<file path="src/hdl/utf8_stream_decoder_defines.svh">
// ----------------------------------------------------------------------------
// utf8_stream_decoder_defines
// Assertion macros for the UTF-8 stream decoder.
// ----------------------------------------------------------------------------
`ifndef UTF8_STREAM_DECODER_DEFINES_SVH
`define UTF8_STREAM_DECODER_DEFINES_SVH

`ifndef ASSERT_OFF
`define U8SD_ASSERT(lbl, prop, msg) \
   lbl: assert property (@(posedge clock) disable iff (reset) prop) else $error(msg);
`define U8SD_ASSERT_RST(lbl, prop, msg) \
   lbl: assert property (@(posedge clock) prop) else $error(msg);
`else
`define U8SD_ASSERT(lbl, prop, msg)
`define U8SD_ASSERT_RST(lbl, prop, msg)
`endif

`endif

</file>
<file path="src/hdl/u8sd_pkg.sv">
// ----------------------------------------------------------------------------
// u8sd_pkg
// Types, constants and the fresh-byte decode for the UTF-8 stream decoder.
// ----------------------------------------------------------------------------
package u8sd_pkg;

   localparam int unsigned CP_W    = 21;
   localparam int unsigned Q_DEPTH = 4;
   localparam int unsigned Q_PTR_W = 2;
   localparam int unsigned Q_CNT_W = 3;

   localparam logic [CP_W-1:0] REPLACEMENT_CP = 21'h00FFFD;

   typedef struct packed {
      logic [CP_W-1:0] code_point;
      logic            malformed;
      logic            text_end;
      logic            last;
   } result_type;

   typedef struct packed {
      logic            has_result;
      result_type      res;
      logic [1:0]      due;
      logic [CP_W-1:0] partial;
   } fresh_type;

   // byte seen with no sequence pending
   function automatic fresh_type fresh_decode(input logic [7:0] b);
      fresh_type f;
      f.has_result     = 1'b1;
      f.res.code_point = {{(CP_W-8){1'b0}}, b};
      f.res.malformed  = 1'b0;
      f.res.text_end   = 1'b0;
      f.res.last       = 1'b0;
      f.due            = 2'd0;
      f.partial        = '0;
      if (b == 8'h00) begin
         f.res.text_end = 1'b1;
      end else if (b[7] == 1'b0) begin
         f.res.text_end = 1'b0;
      end else if (b[7:5] == 3'b110) begin
         f.has_result = 1'b0;
         f.due        = 2'd1;
         f.partial    = {{(CP_W-5){1'b0}}, b[4:0]};
      end else if (b[7:4] == 4'b1110) begin
         f.has_result = 1'b0;
         f.due        = 2'd2;
         f.partial    = {{(CP_W-4){1'b0}}, b[3:0]};
      end else if (b[7:3] == 5'b11110) begin
         f.has_result = 1'b0;
         f.due        = 2'd3;
         f.partial    = {{(CP_W-3){1'b0}}, b[2:0]};
      end else begin
         f.res.code_point = REPLACEMENT_CP;
         f.res.malformed  = 1'b1;
      end
      return f;
   endfunction

endpackage

</file>
<file path="src/hdl/utf8_stream_decoder.sv">
// ----------------------------------------------------------------------------
// utf8_stream_decoder
// Decodes a zero-terminated UTF-8 byte stream into code points.
// ----------------------------------------------------------------------------
// One byte per item in, zero to two code point items out per byte. An
// accepted byte is registered, then decoded and its results written to a
// four-entry result queue. The first result is offered once its byte has
// been decoded and written. The decode of a registered byte waits only
// while the queue cannot take two more items. With the result side taking
// an item every cycle, one byte is accepted every cycle as long as each
// byte gives at most one item. The result side moves one item per cycle,
// so a byte that gives two items leaves one item of backlog. The queue
// absorbs that backlog until it reaches four items, after which the input
// stalls. Malformed input gives U+FFFD with malformed set. A broken
// sequence gives U+FFFD followed by the result of the offending byte, if
// it gives one at once; a lead byte there starts a new sequence. The zero
// byte gives a text_end item and leaves the decoder idle for a new text.
`include "utf8_stream_decoder_defines.svh"

module utf8_stream_decoder
   import u8sd_pkg::*;
(
   input  logic            clock,
   input  logic            reset,
   input  logic            req_valid,
   output logic            req_ready,
   input  logic [7:0]      req_in_byte,
   output logic            rsp_valid,
   input  logic            rsp_ready,
   output logic [CP_W-1:0] rsp_code_point,
   output logic            rsp_malformed,
   output logic            rsp_text_end,
   output logic            rsp_last
);

   logic               in_vld_ff, in_vld_in;
   logic [7:0]         in_byte_ff;
   logic [1:0]         due_ff, due_in;
   logic [CP_W-1:0]    pv_ff, pv_in;
   result_type         q_ff [Q_DEPTH];
   logic [Q_PTR_W-1:0] wr_ptr_ff, wr_ptr_in;
   logic [Q_PTR_W-1:0] rd_ptr_ff, rd_ptr_in;
   logic [Q_CNT_W-1:0] cnt_ff, cnt_in;

   logic               pop, fire, cont;
   logic [Q_CNT_W-1:0] cnt_after_pop;
   logic [1:0]         n_res;
   logic [1:0]         due_dec;
   logic [CP_W-1:0]    ext;
   fresh_type          fr;
   result_type         r0, r1;
   logic [1:0]         dec_due;
   logic [CP_W-1:0]    dec_pv;
   logic               rsp_is_repl;
   logic               rsp_end_ok;

   assign rsp_valid      = (cnt_ff != '0);
   assign pop            = rsp_valid & rsp_ready;
   assign cnt_after_pop  = cnt_ff - {{(Q_CNT_W-1){1'b0}}, pop};
   assign fire           = in_vld_ff && (cnt_after_pop <= Q_CNT_W'(Q_DEPTH - 2));
   assign req_ready      = !in_vld_ff || fire;

   assign rsp_code_point = q_ff[rd_ptr_ff].code_point;
   assign rsp_malformed  = q_ff[rd_ptr_ff].malformed;
   assign rsp_text_end   = q_ff[rd_ptr_ff].text_end;
   assign rsp_last       = q_ff[rd_ptr_ff].last;

   assign rsp_is_repl    = (rsp_code_point == REPLACEMENT_CP);
   assign rsp_end_ok     = rsp_last && !rsp_malformed && (rsp_code_point == '0);

   always_comb begin
      fr      = fresh_decode(in_byte_ff);
      cont    = (in_byte_ff[7:6] == 2'b10);
      ext     = {pv_ff[CP_W-7:0], in_byte_ff[5:0]};
      due_dec = due_ff - 2'd1;
      r0      = fr.res;
      r1      = fr.res;
      n_res   = {1'b0, fr.has_result};
      dec_due = fr.due;
      dec_pv  = fr.partial;
      if (due_ff != 2'd0) begin
         if (cont) begin
            if (due_dec == 2'd0) begin
               n_res   = 2'd1;
               dec_due = 2'd0;
               dec_pv  = '0;
               r0.text_end = 1'b0;
               if (ext == '0) begin
                  r0.code_point = REPLACEMENT_CP;
                  r0.malformed  = 1'b1;
               end else begin
                  r0.code_point = ext;
                  r0.malformed  = 1'b0;
               end
            end else begin
               n_res   = 2'd0;
               dec_due = due_dec;
               dec_pv  = ext;
            end
         end else begin
            r0.code_point = REPLACEMENT_CP;
            r0.malformed  = 1'b1;
            r0.text_end   = 1'b0;
            n_res         = fr.has_result ? 2'd2 : 2'd1;
         end
      end
      r0.last = (n_res == 2'd1);
      r1.last = 1'b1;
   end

   always_comb begin
      in_vld_in = in_vld_ff;
      if (req_valid && req_ready) begin
         in_vld_in = 1'b1;
      end else if (fire) begin
         in_vld_in = 1'b0;
      end
      due_in    = fire ? dec_due : due_ff;
      pv_in     = fire ? dec_pv : pv_ff;
      rd_ptr_in = rd_ptr_ff + {{(Q_PTR_W-1){1'b0}}, pop};
      wr_ptr_in = wr_ptr_ff;
      cnt_in    = cnt_after_pop;
      if (fire) begin
         wr_ptr_in = wr_ptr_ff + n_res;
         cnt_in    = cnt_after_pop + {1'b0, n_res};
      end
   end

   always_ff @(posedge clock) begin
      if (reset) begin
         in_vld_ff <= 1'b0;
         due_ff    <= 2'd0;
         pv_ff     <= '0;
         wr_ptr_ff <= '0;
         rd_ptr_ff <= '0;
         cnt_ff    <= '0;
      end else begin
         in_vld_ff <= in_vld_in;
         due_ff    <= due_in;
         pv_ff     <= pv_in;
         wr_ptr_ff <= wr_ptr_in;
         rd_ptr_ff <= rd_ptr_in;
         cnt_ff    <= cnt_in;
      end
   end

   always_ff @(posedge clock) begin
      if (req_valid && req_ready) begin
         in_byte_ff <= req_in_byte;
      end
      if (fire && (n_res != 2'd0)) begin
         q_ff[wr_ptr_ff] <= r0;
      end
      if (fire && (n_res == 2'd2)) begin
         q_ff[wr_ptr_ff + Q_PTR_W'(1)] <= r1;
      end
   end

   `U8SD_ASSERT(a_cnt_bound, cnt_ff <= Q_CNT_W'(Q_DEPTH), "result queue overflow")
   `U8SD_ASSERT(a_mal_repl, rsp_valid && rsp_malformed |-> rsp_is_repl, "malformed not FFFD")
   `U8SD_ASSERT(a_end_last, rsp_valid && rsp_text_end |-> rsp_end_ok, "bad text end item")
   `U8SD_ASSERT_RST(a_rst_empty, $past(reset) |-> cnt_ff == '0 && !in_vld_ff, "busy after reset")

endmodule
</file>
<file path="config.mk">
export PLATFORM = sky130hd
export DESIGN_NAME = utf8_stream_decoder
export DESIGN_NICKNAME = d
export VERILOG_FILES = /design/src/hdl/u8sd_pkg.sv /design/src/hdl/utf8_stream_decoder.sv
export VERILOG_INCLUDE_DIRS = /design/src /design/src/hdl
export SDC_FILE = /design/constraint.sdc
export NUM_CORES = 1
export LEC_CHECK = 0
export CAP_MARGIN = 25
export CORE_ASPECT_RATIO = 1.2
export CORE_MARGIN = 2
export CORE_UTILIZATION = 40
export DETAILED_ROUTE_END_ITERATION = 8
export DONT_BUFFER_PORTS = 1
export PLACE_DENSITY = 0.54
export SLEW_MARGIN = 20
export SYNTH_ARGS = -nofsm -noshare
export SYNTH_HDL_FRONTEND = slang
export SYNTH_SLANG_ARGS = --single-unit
</file>
<file path="constraint.sdc">
create_clock -name clock -period 3.9 [get_ports clock]
set_input_delay 1.17 -clock clock [delete_from_list [all_inputs] [get_ports clock]]
set_output_delay 1.17 -clock clock [all_outputs]
set_load 0.01 [all_outputs]
</file>
==> metrics.csv, run 1 <==
metric,value,unit
Least-Margin Pin Slew,0.8623,ns
root buffer cell,clkbuf_16,
endpoints failing hold,0,
Initial Utilization,41.09,%
later-pin clock latency in the skew report,0.41,ns
post-synthesis async set-or-reset flop share,0,%
first-pass GRT wire length,23880,um
# IOs,38,
Worst Hold End,pv_ff[11],
hold-critical path depth,2,
wire per inst,22.11,um
placed cells,649,
"setup slack, reg-to-reg",0.65,ns
HPWL Detailed,10310,um
DRC Markers,0,
"FF+latch count, synth",129,
Total Nets Final,512,
vias per std cell,6.082,
CP Launch Type,register,
sequential area share after synthesis,57.12,%
WS Path Type,register to output pin,
num rows,48,
worst path arrival time,2.48,ns
Syn-to-layout area delta,14.51,%
global placement routability congestion,0.9256,
final total power,4.702,mW
Post-synth EDFFs,80,
Crit Path Max Fanout,6,
Hold Crit Start,pv_ff[11],
required time of the critical path,2.73,ns
H-tree depth,4,
routed via count,4142,
Pleak,2.185,nW
CTS sink cnt,129,
Mapped Avg Cell Area,12.11,um^2
VDD IR max,0.3735,mV
RSZ-0062 raised after global routing,no,
Syn Nets,508,
Post-CTS Setup Bufs,0,
Die Ht,137.3,um
die area,0.01580,mm^2
final WL,15060,um
r2r startpoint,cnt_ff[2],
final core utilization,47.06,%
Core Box Area,0.01441,mm^2
"CTS clk-pin slew, worst paths",0.05,ns
reg2reg end,q_ff[1][13],
"Slew Viols, Final",0,
Synth warnings,0,
fin cells,681,
outcome,completed,
die width,115.1,um
CTS tree,built,
vias in the first global route,4155,
Worst Hold Class,register to register,
endpoints failing setup,0,
DRT Pass-1 Iters,5,
CTS buffer count,17,
Final min period,3.650,ns
Synth top area share,40.56,%
DR iter-0 viols,316,
post-route setup TNS,0,ns
largest net degree at the start of global routing,26,
max-cap violation count,0,
PwrDens,693.2,mW/mm^2
GR Util All Layers,20.34,%
Ant. Diodes,0,
period utilization,93.60,%
CP Capture Type,output pin,
ratio of cells with drive above 1 in the final layout,18.58,%
FMAX,273.9,MHz
post-synth top area cell,edfxtp_1,
Netlist cell types,54,
initial antenna violation count,0,
Synth Flop Type,edfxtp_1,
Mapped Cells,489,
Clock Skews,0.01259,ns
Slew HR,42.51,%
top post-synthesis cells by area,"edfxtp_1, dfxtp_1, mux4_2",
Port Buf Inserts,0,
Antenna Nets Post-Route,0,
Worst Reg-to-Reg Cells,9,
global route overflow,0,
clock tree buffer depth,2,
Post-Syn Area,0.005923,mm^2
synthesized netlist by cell type, types with 2 or more instances:
library cell  count
edfxtp_1         80
dfxtp_1          49
o21ai_0          41
nand2_1          28
a21oi_1          27
mux4_2           24
o22ai_1          23
clkbuf_1         22
nor2_1           22
nand3_1          18
inv_1            15
buf_2            14
o2bb2ai_1         8
a22oi_1           7
and2_1            7
ha_1              7
nand4_1           7
nor3_1            7
o21ai_1           7
a22o_1            6
a32o_1            6
a31oi_1           5
nand3_2           5
nor2b_1           5
a22oi_2           4
o211ai_1          4
o221ai_1          4
xnor2_1           4
nor4_1            3
o21a_1            3
a211oi_1          2
a221oi_1          2
buf_6             2
kinds of logic after synthesis:
group | count (synthesis) | share of synthesized area, %
buf+inv | 56 | 4.161
compound gates | 156 | 17.41
simple gates | 112 | 9.950
fa+ha+maj | 7 | 1.479
mux | 25 | 9.294
xor+xnor | 4 | 0.5914
flops | 129 | 57.12
per-layer routing:
layer	global-route usage [%]	share of wire [%]	up-vias	wire, um
met1	27.06	43	2057	6504
met5	0	0	-	0
met3	3.872	4.9	23	731
met2	33.50	50	144	7543
li1	-	-	1918	-
met4	6.827	1.9	0	280
timing repair:
action	in CTS	in global routing
endpoints found under the setup margin	0	1
hold buffers	0	0
gates resized for setup	0	1
through the flow:
stage               worst slack, ns  hold WS (ns)  cell area, um^2
finish                       0.2497        0.4640             6783
global route                0.09614        0.4825             6783
CTS                          0.1884        0.4629             6775
detailed placement           0.2609        0.4477             6182
global placement             0.3284        0.4439             6182
floorplan                    0.3002        0.4271             5923
flip-flops by register name, indices dropped and copies added, names as in the netlist:
register and count:
cnt_ff 3, due_ff 2, in_byte_ff 8, in_vld_ff 1, pv_ff 15, q_ff 96
rd_ptr_ff 2, wr_ptr_ff 2
critical path, cell delays in order, from the launching register on:
cell and delay, ns:
dfxtp_1 0.34, or3_1 0.44, and2_1 0.21, ha_1 0.18, ha_1 0.33, or2_1 0.32
nand2_1 0.12, nand2_1 0.12
final cells by class:
class / instances / area [um^2]
fillers: 1288 / 7631
flip-flops and latches: 129 / 3385
multi-input cells: 304 / 2301
clock buffers: 18 / 429.2
repair buffers: 25 / 225.2
well taps: 175 / 219.0
clock inverters: 14 / 163.9
inverters: 16 / 60.06
cell usage in the layout (no fill, tap or decap), drive strengths merged, types with 8 or more instances in the layout:
| master | netlist | routed |
|---|---|---|
| edfxtp | 80 | 80 |
| dfxtp | 49 | 49 |
| o21ai | 49 | 49 |
| nand2 | 29 | 29 |
| a21oi | 28 | 28 |
| buf | 18 | 25 |
| mux4 | 24 | 24 |
| o22ai | 23 | 23 |
| nand3 | 23 | 23 |
| nor2 | 22 | 22 |
| clkbuf | 22 | 18 |
| inv | 16 | 17 |
| a22oi | 11 | 11 |
| o2bb2ai | 8 | 8 |
how the worst max path moves through the flow:
| stage | startpoint | to | slack (ns) | depth (start not counted) |
|---|---|---|---|---|
| floorplan | rsp_ready | q_ff[1][10] | 0.30 | 11 |
| global placement | rsp_ready | req_ready | 0.33 | 6 |
| detailed placement | rsp_ready | q_ff[0][15] | 0.26 | 10 |
| CTS | cnt_ff[2] | req_ready | 0.19 | 7 |
| global route | cnt_ff[2] | req_ready | 0.1 | 7 |
| finish | cnt_ff[2] | req_ready | 0.25 | 7 |
report_power, final:
part	internal (mW)	switching, mW	leakage, nW
sequential	1.65	0.134	1.05
clock	1.00	0.591	0.279
combinational	0.511	0.812	0.859
total	3.16	1.54	2.19
Power figures use the tool's default switching activity.
==> run 2: changes to the inputs <==
GPL_ROUTABILITY_DRIVEN = 0   (was unset)
PLACE_DENSITY = unset   (was 0.54)
==> metrics.csv, run 2 (synthesized netlist as in run 1, its figures left out) <==
metric,value,unit,change
reg2reg end,q_ff[0][5],,
VDD IR max,0.4090,mV,+9.5%
Crit. path cell count,7,,unchanged
FMAX,275.6,MHz,+0.61%
vias in the first global route,4355,,+4.8%
worst path arrival time,2.46,ns,-0.02 ns
Worst Hold End,q_ff[3][20],,
max-cap violation count,0,,unchanged
ratio of cells with drive above 1 in the final layout,18.97,%,+0.40 points
Initial Utilization,41.09,%,unchanged
first-pass GRT wire length,24140,um,+1.1%
final total power,4.532,mW,-3.6%
endpoints failing setup,0,,unchanged
"Largest delay share family, worst path",simple AND/OR/NAND/NOR gates,,
Antenna Nets Post-Route,0,,unchanged
"commonest non-fill, non-tap cells in the layout","edfxtp_1, dfxtp_1, o21ai_0",,
DRT Pass-1 Iters,4,,-1
DR iter-0 viols,298,,-5.7%
Clock Skews,0.009108,ns,-0.003478 ns
Fin Hold WS,0.4632,ns,-0.0008690 ns
global route overflow,0,,unchanged
Largest regs,"q_ff (96), pv_ff (15), in_byte_ff (8)",,
final core utilization,46.44,%,-0.62 points
Slew HR,43.50,%,+1.0 points
max reg flops,96,,unchanged
Pleak,2.160,nW,-1.2%
GR Util All Layers,20.48,%,+0.15 points
largest net degree at the start of global routing,26,,unchanged
Core Box Area,0.01441,mm^2,unchanged
WS Path Type,register to output pin,,
required time of the critical path,2.73,ns,about the same
CP Cell Sequence,"or3_1, and2_1, ha_1, ha_1, or2_1, nand2_1, nand2_1",,
fillers,1302,,+1.1%
"Slew Viols, Final",0,,unchanged
die width,115.1,um,unchanged
num rows,48,,unchanged
Port Buf Inserts,0,,unchanged
H-tree depth,4,,unchanged
outcome,completed,,
initial antenna violation count,0,,unchanged
period utilization,93.03,%,-0.57 points
DRC Markers,0,,unchanged
clock tree buffer depth,2,,unchanged
CP bufs+invs,0,,unchanged
wire per inst,22.06,um,-0.25%
later-pin clock latency in the skew report,0.41,ns,about the same
Crit Path Max Fanout,6,,unchanged
root buffer cell,clkbuf_16,,
Die Ht,137.3,um,unchanged
routed via count,4198,,+1.4%
r2r startpoint,cnt_ff[2],,
cts hold-fix bufs,0,,unchanged
final WL,15020,um,-0.25%
Hold Crit Start,q_ff[3][20],,
Post-CTS Setup Bufs,0,,unchanged
hold-critical path depth,1,,-1
# IOs,38,,unchanged
Worst Hold Class,register to register,,
endpoints failing hold,0,,unchanged
CTS buffer count,17,,unchanged
Least-Margin Pin Slew,0.8473,ns,-0.01497 ns
"CTS clk-pin slew, worst paths",0.06,ns,about the same
crit-path max cell delay,0.44,ns,about the same
vias per std cell,6.164,,+1.4%
RSZ-0062 raised after global routing,no,,
PwrDens,677.0,mW/mm^2,-2.3%
CTS tree,built,,
Total Nets Final,512,,unchanged
HPWL Detailed,9999,um,-3.0%
post-route setup TNS,0,ns,unchanged
"setup slack, reg-to-reg",0.57,ns,-0.08 ns
Final min period,3.628,ns,-0.02216 ns
CTS sink cnt,129,,unchanged
Ant. Diodes,0,,unchanged
Biggest register,q_ff,,
"commonest non-fill, non-tap cell in the layout",edfxtp_1,,
Worst Reg-to-Reg Cells,11,,+2
Syn-to-layout area delta,13.01,%,
Crit-path slowest cell,or3_1,,
die area,0.01580,mm^2,unchanged
CP Capture Type,output pin,,
CP Launch Type,register,,
post-cts resize count,0,,unchanged
## run 2: cell count changes in the layout (fill, tap and decap cells not counted)
cell	previous run	this run
bufinv_16	3	0
clkinv_1	3	0
clkinv_2	1	4
buf_12	3	1
buf_4	22	24
inv_6	1	3
clkinv_4	3	4
clkinvlp_4	3	2
inv_8	0	1
xnor2_1	3	4
xnor2_2	1	0
## run 2: how the worst max path moves through the flow
| stage | startpoint | to | slack, ns |
|---|---|---|---|
| 3_3_place_gp | rsp_ready | q_ff[0][14] | 0.38 |
| 6_report | cnt_ff[2] | req_ready | 0.27 |
| 4_1_cts | cnt_ff[2] | req_ready | 0.25 |
| 3_5_place_dp | rsp_ready | q_ff[0][16] | 0.23 |
| 2_1_floorplan | rsp_ready | q_ff[1][10] | 0.30 |
| 5_1_grt | cnt_ff[2] | req_ready | 0.16 |
## run 2: per-layer routing
metal	share of wire, %	GRT usage [%]	up-vias
met1	40	25.38	2085
met3	5.7	3.872	33
met4	2.5	9.639	0
li1	-	-	1916
met5	0	0	-
met2	52	34.58	164
## run 2: where the power goes
| group | internal, mW | switching (mW) | total (mW) |
|---|---|---|---|
| clock | 0.819 | 0.617 | 1.44 |
| sequential | 1.65 | 0.131 | 1.78 |
| combinational | 0.504 | 0.807 | 1.31 |
## run 2: metrics by stage
stage	instances	cell area, um^2	worst slack (ns)
floorplan	489	5923	0.3002
global placement	649	6157	0.3774
detailed placement	649	6157	0.2330
CTS	681	6694	0.2508
global route	681	6694	0.1617
finish	681	6694	0.2718
## run 2: final cells by class
class	instances	area (um^2)	area share (%)
tap	175	219.0	3.271
clock buffer	18	429.2	6.411
sequential	129	3385	50.56
multi-input combinational	304	2293	34.26
timing repair buffer	25	200.2	2.991
clock inverter	14	107.6	1.607
inverter	16	60.06	0.8972
